## config.mk

```make
export PLATFORM = sky130hd
export DESIGN_NAME = blc_div
export DESIGN_NICKNAME = d
export VERILOG_FILES = /design/src/rtl/core/blc_pkg.sv /design/src/rtl/core/blc_div.sv
export SDC_FILE = /design/constraint.sdc
export NUM_CORES = 1
export LEC_CHECK = 0
export ABC_AREA = 1
export BUFFER_PORTS_ARGS = -buffer_cell sky130_fd_sc_hd__buf_2
export CAP_MARGIN = 20
export CELL_PAD_IN_SITES_DETAIL_PLACEMENT = 0
export CELL_PAD_IN_SITES_GLOBAL_PLACEMENT = 1
export CORE_AREA = 2 2 129 131
export CTS_CLUSTER_DIAMETER = 40
export CTS_CLUSTER_SIZE = 24
export DETAILED_ROUTE_END_ITERATION = 6
export DIE_AREA = 0 0 131 133
export GPL_TIMING_DRIVEN = 1
export PLACE_DENSITY = 0.95
export SYNTH_ARGS = -nofsm -noshare
export SYNTH_HDL_FRONTEND = slang
export SYNTH_SLANG_ARGS = --single-unit
```

## constraint.sdc

```tcl
create_clock -name clk -period 5 [get_ports clk]
set_input_delay 1 -clock clk [delete_from_list [all_inputs] [get_ports clk]]
set_output_delay 1 -clock clk [all_outputs]
set_load 0.005 [all_outputs]
```

## src/rtl/core/blc_pkg.sv

```systemverilog
// Shared constants, weight tables and helpers for the local contrast block.
package blc_pkg;

  // Window geometry
  localparam int WIN_R    = 2;
  localparam int WIN_ROWS = 2 * WIN_R + 1;
  localparam int SLOT_W   = $clog2(WIN_ROWS);
  localparam int OFF_W    = 5;

  // Default line length of the store
  localparam int DEF_MAX_WIDTH = 2048;

  // Sample and luma widths
  localparam int SAMPLE_WIDTH = 16;
  localparam int LUMA_W       = 16;
  localparam int ROW_W        = 14;
  localparam int FH_W         = 13;
  localparam int FWREG_W      = 12;
  localparam int SB_W         = 5;
  localparam int GAIN_W       = 10;
  localparam int GAIN_MAX     = 512;

  // Rec.709 luma coefficients scaled to sum to 65536
  localparam logic [15:0] LUMA_KR = 16'd13933;
  localparam logic [15:0] LUMA_KG = 16'd46871;
  localparam logic [15:0] LUMA_KB = 16'd4732;

  // Weight and accumulator widths
  localparam int WT_W  = 13;
  localparam int W_W   = 25;
  localparam int SUM_W = 46;

  // Shared divider widths
  localparam int DIV_NW = 46;
  localparam int DIV_DW = 30;

  // Configuration port
  localparam int CFG_IDX_W  = 2;
  localparam int CFG_DATA_W = 13;
  localparam logic [CFG_IDX_W-1:0] REG_FRAME_WIDTH    = 2'd0;
  localparam logic [CFG_IDX_W-1:0] REG_FRAME_HEIGHT   = 2'd1;
  localparam logic [CFG_IDX_W-1:0] REG_SAMPLE_BITS    = 2'd2;
  localparam logic [CFG_IDX_W-1:0] REG_ENHANCE_AMOUNT = 2'd3;

  // Spatial weights, Q1.12, indexed by dx^2+dy^2, one row per radius
  localparam logic [WT_W-1:0] SPATIAL_TBL [3][19] = '{
    '{13'd4096, 13'd2484, 13'd1507, 13'd0, 13'd0, 13'd0, 13'd0, 13'd0, 13'd0, 13'd0,
      13'd0, 13'd0, 13'd0, 13'd0, 13'd0, 13'd0, 13'd0, 13'd0, 13'd0},
    '{13'd4096, 13'd3615, 13'd3190, 13'd0, 13'd2484, 13'd2192, 13'd0, 13'd0, 13'd1507,
      13'd0, 13'd0, 13'd0, 13'd0, 13'd0, 13'd0, 13'd0, 13'd0, 13'd0, 13'd0},
    '{13'd4096, 13'd3875, 13'd3665, 13'd0, 13'd3280, 13'd3103, 13'd0, 13'd0, 13'd2626,
      13'd2484, 13'd2350, 13'd0, 13'd0, 13'd1989, 13'd0, 13'd0, 13'd0, 13'd0, 13'd1507}
  };

  // Range weights, Q1.12, indexed by |dL| >> 10 saturated to 31
  localparam logic [WT_W-1:0] RANGE_TBL [32] = '{
    13'd4096, 13'd4046, 13'd3901, 13'd3670, 13'd3369, 13'd3019, 13'd2639, 13'd2252,
    13'd1875, 13'd1524, 13'd1208, 13'd935,  13'd706,  13'd520,  13'd374,  13'd263,
    13'd180,  13'd120,  13'd78,   13'd50,   13'd31,   13'd19,   13'd11,   13'd6,
    13'd4,    13'd2,    13'd1,    13'd1,    13'd0,    13'd0,    13'd0,    13'd0
  };

  function automatic logic [WT_W-1:0] spatial_weight(input logic [4:0] idx);
    logic [WT_W-1:0] v;
    v = 13'd0;
    if (idx < 5'd19) begin
      v = SPATIAL_TBL[WIN_R-1][idx];
    end
    return v;
  endfunction

  function automatic logic [WT_W-1:0] range_weight(input logic [4:0] idx);
    return RANGE_TBL[idx];
  endfunction

  // Square of a window offset held as offset + WIN_R
  function automatic logic [4:0] off_sq(input logic [2:0] u);
    logic signed [3:0] d;
    logic [7:0] p;
    d = $signed({1'b0, u}) - 4'sd2;
    p = 8'($signed(d) * $signed(d));
    return p[4:0];
  endfunction

endpackage

```

## src/rtl/core/blc_div.sv

```systemverilog
// Restoring divider, one quotient bit per cycle, shared by all divisions.
module blc_div
  import blc_pkg::*;
(
  input  logic              clk,
  input  logic              rst,
  input  logic              start,
  input  logic [DIV_NW-1:0] dividend,
  input  logic [DIV_DW-1:0] divisor,
  output logic              done,
  output logic [DIV_NW-1:0] quotient
);

  localparam int CNT_W = $clog2(DIV_NW + 1);

  logic [DIV_NW-1:0] quo;
  logic [DIV_DW-1:0] rem;
  logic [DIV_DW-1:0] dvs;
  logic [CNT_W-1:0]  cnt;
  logic [DIV_DW:0]   shifted;
  logic [DIV_DW:0]   diff;
  logic              ge;

  // trial subtract
  assign shifted = {rem, quo[DIV_NW-1]};
  assign diff    = shifted - {1'b0, dvs};
  assign ge      = shifted >= {1'b0, dvs};
  assign quotient = quo;

  // iteration control
  always_ff @(posedge clk) begin
    if (rst) begin
      cnt  <= '0;
      done <= 1'b0;
    end else begin
      done <= 1'b0;
      if (start) begin
        cnt <= CNT_W'(DIV_NW);
      end else if (cnt != '0) begin
        cnt <= cnt - 1'b1;
        if (cnt == CNT_W'(1)) begin
          done <= 1'b1;
        end
      end
    end
  end

  // datapath
  always_ff @(posedge clk) begin
    if (start) begin
      quo <= dividend;
      rem <= '0;
      dvs <= divisor;
    end else if (cnt != '0) begin
      quo <= {quo[DIV_NW-2:0], ge};
      rem <= ge ? diff[DIV_DW-1:0] : shifted[DIV_DW-1:0];
    end
  end

endmodule

```

==> results.tsv <==
stage	metric	value	unit
clock_network	CTS max path bufs	2	
critical_path	WP data arrival	2.90	ns
sta	Layout Skew	0.0101	ns
sta	Final Setup Violations	0	
clock_network	TritonCTS Sinks	113	
finish	Synth-to-Final Area Change	20.3	%
worst_hold_path	Hold Path Class	reg -> reg	
detailed_routing	Post-DRT Antenna Nets	0	
yosys	Async S/R FF share, synth	0	
clock_network	H-tree Lvls	4	
worst_hold_path	WHS Path Cells	2	
run_status	status	complete, no violations	
critical_path	crit-path max FO	51	
finish	# nets final	1196	
yosys	Post-synth EDFFs	76	
power	Pleak	4.41	nW
placed_design	Post-DP HPWL	13.1	mm
yosys	syn_nets	1071	
clock_network	TritonCTS Buffers	17	
global_route	initial antenna violation count	0	
sta	unrepaired setup endpoints after global routing	false	
sta	fmax	362	MHz
power	PwrDens	518	nW/µm²
detailed_routing	Vias per Instance	4.74	
floorplanning	Starting Density	0.430	
power	maximum vdd drop	276	µV
critical_path	crit path kind	reg -> reg	
detailed_routing	DRT Pass-1 Iters	5	
floorplanning	die width	131	µm
yosys	count of mapped cells out of synthesis	957	
sta	min cycle time layout	2.76	ns
floorplanning	Rows	47	
critical_path	CP peak stage delay	0.47	ns
sta	Final Cycle Share	0.553	
sta	Hold Fails Final Rpt	0	
yosys	top post-synthesis cells by area	edfxtp_1, nand2_1, dfxtp_1	
clock_network	CTS tree	yes	
global_route	largest net degree at the start of global routing	82	
clock_network	Root Buffer	clkbuf_16	
finish	fill count	1541	
critical_path	r2r worst-path depth	10	
global_route	global-route wire length before repair	29.1	mm
yosys	synth warn	0	
placed_design	gpl congestion	0.907	
finish	fraction of layout cells with a size suffix above 1	0.174	
flow_run	max_cap viols	0	
critical_path	cell depth of the worst setup path	10	
global_route	via count of the first global-routing pass	6005	
clock_network	post-cts sizing count	0	
yosys	sequential-to-total area share from yosys stat	0.435	
global_route	GRT Overall Usage	0.215	
critical_path	CP top delay family	simple AND/OR/NAND/NOR gates	
critical_path	Critical Path RT	5.13	ns
clock_network	CTS clock-pin slew for the worst setup and hold paths	0.06	ns
floorplanning	I/O pin count	126	
placed_design	IO Port Bufs	125	
sta	Rel. slew slack	0.302	
yosys	Synth Flop Type	edfxtp_1	
clock_network	Clk Latency, worst-skew pair	0.42	ns
floorplanning	full die area	17400	µm²
detailed_routing	Initial DRC Count	456	
yosys	area leader, netlist	edfxtp_1	
critical_path	Top cell by count, worst path	nand2_1	
sta	setup_tns	0	ns
detailed_routing	Vias	6229	
detailed_routing	wire per inst	13.5	µm
yosys	#FFs+latches synth	113	
yosys	post-synthesis average cell area	7.26	µm²
yosys	Cell variety after synth	42	
detailed_routing	DRC violations left	0	
critical_path	CP bufs+invs	2	
finish	Ant. Diodes	0	
yosys	mapped cell area	6950	µm²
clock_network	Setup Buffers After CTS	0	
critical_path	startpoint type of the worst setup path	register	
detailed_routing	final wirelength	17.8	mm
critical_path	CP max stage cell	nand3_4	
clock_network	hold buffers post-CTS	0	
sta	Worst Max-Slew Pin Slew	1.05	ns
critical_path	CP Cell Sequence	inv_1 -> ha_1 -> a21oi_1 -> nand2_1 -> nand2_1 -> nand2_1 -> a21oi_4 -> nand3_4 -> inv_2 -> o21ai_0	
floorplanning	core area	16200	µm²
floorplanning	die height	133	µm
sta	Slew Limit Fails	0	
yosys	Yosys top cell area share	0.328	
global_route	global route overflow	0	
power	Final Power	0.00433	W
critical_path	kind of end point of the critical path	register	
power by group:
part / switching, W / leakage, nW / internal [W]
registers: 0.000133 / 1.10 / 0.00119
logic: 0.00113 / 3.03 / 0.000611
clock network: 0.000475 / 0.284 / 0.000787
total: 0.00174 / 4.41 / 0.00259
flip-flops by register name (all words and copies together) (netlist names):
register	cells
cnt	6
done	1
dvs	30
quotient	46
rem	30
cells by family (layout without fill, tap and decap cells):
| logic type | count (synthesis) | count (layout) | synth area share |
|---|---|---|---|
| AOI/OAI and AO/OA | 66 | 66 | 0.0574 |
| xor gates and xnor gates | 12 | 12 | 0.0151 |
| adders and majority gates | 35 | 35 | 0.0641 |
| and+or+nand+nor | 553 | 553 | 0.327 |
| DFF | 113 | 113 | 0.435 |
| buffers and inverters | 178 | 316 | 0.101 |
stage by stage:
stage / cells / worst slack, ns / hold WS (ns) / area [µm²] / util
final: 1315 / 2.24 / 0.478 / 8360 / 0.517
after global routing: 1315 / 1.99 / 0.492 / 8360 / 0.517
after CTS: 1315 / 2.19 / 0.479 / 8360 / 0.517
after detailed placement: 1283 / 1.74 / 0.469 / 7750 / 0.480
after global placement: 1283 / 1.81 / 0.467 / 7750 / 0.480
after floorplan: 957 / 2.33 / 0.445 / 6950 / -
per-layer routing:
metal  vias up  GRT usage  part of all wire
met4         0     0.0691             0.018
met3        24     0.0574             0.073
li1       3251          -                 -
met1      2745      0.289              0.45
met2       209      0.337              0.46
met5         -          0                 0
worst reg2reg max path: stages (launching register included):
cell and delay [ns]:
edfxtp_1 0.36, inv_1 0.08, ha_1 0.31, a21oi_1 0.29
nand2_1 0.11, nand2_1 0.06, nand2_1 0.07, a21oi_4 0.18
nand3_4 0.47, inv_2 0.42, o21ai_0 0.11
Yosys cell counts, types with 8 or more instances:
library cell,n
a21oi_1,24
clkbuf_1,12
dfxtp_1,37
edfxtp_1,76
ha_1,34
inv_1,148
inv_2,8
nand2_1,389
nand2_2,13
nand3_1,45
nand4_1,8
nor2_1,72
o21ai_0,18
o21bai_1,8
xnor2_1,11
path summary, 6_finish.rpt:
kind              startpoint           to  slack (ns)
setup / recovery     dvs[26]  quotient[0]        2.24
hold / removal       rem[18]      rem[18]        0.48
setup reg to reg     dvs[26]  quotient[0]        2.24
hold reg to reg      rem[18]      rem[18]        0.48
final cells by class:
class | instances | area (µm²) | area share
Timing Repair Buffer | 127 | 643 | 0.0769
Clock buffer | 17 | 425 | 0.0509
Inverter | 157 | 589 | 0.0705
Clock inverter | 15 | 181 | 0.0217
Tap cell | 220 | 275 | 0.0329
Multi-Input combinational cell | 666 | 3220 | 0.386
Sequential cell | 113 | 3020 | 0.362
placed cells by master (no fill, tap or decap), drive strengths merged, types with 3 or more instances in the layout:
cell / count
a21oi: 27
buf: 127
bufinv: 3
clkbuf: 17
clkinv: 5
clkinvlp: 4
dfxtp: 37
edfxtp: 76
ha: 34
inv: 160
nand2: 402
nand3: 46
nand3b: 7
nand4: 8
nor2: 77
nor3: 5
o211ai: 7
o21ai: 19
o21bai: 8
xnor2: 11
Power figures use the tool's default switching activity.
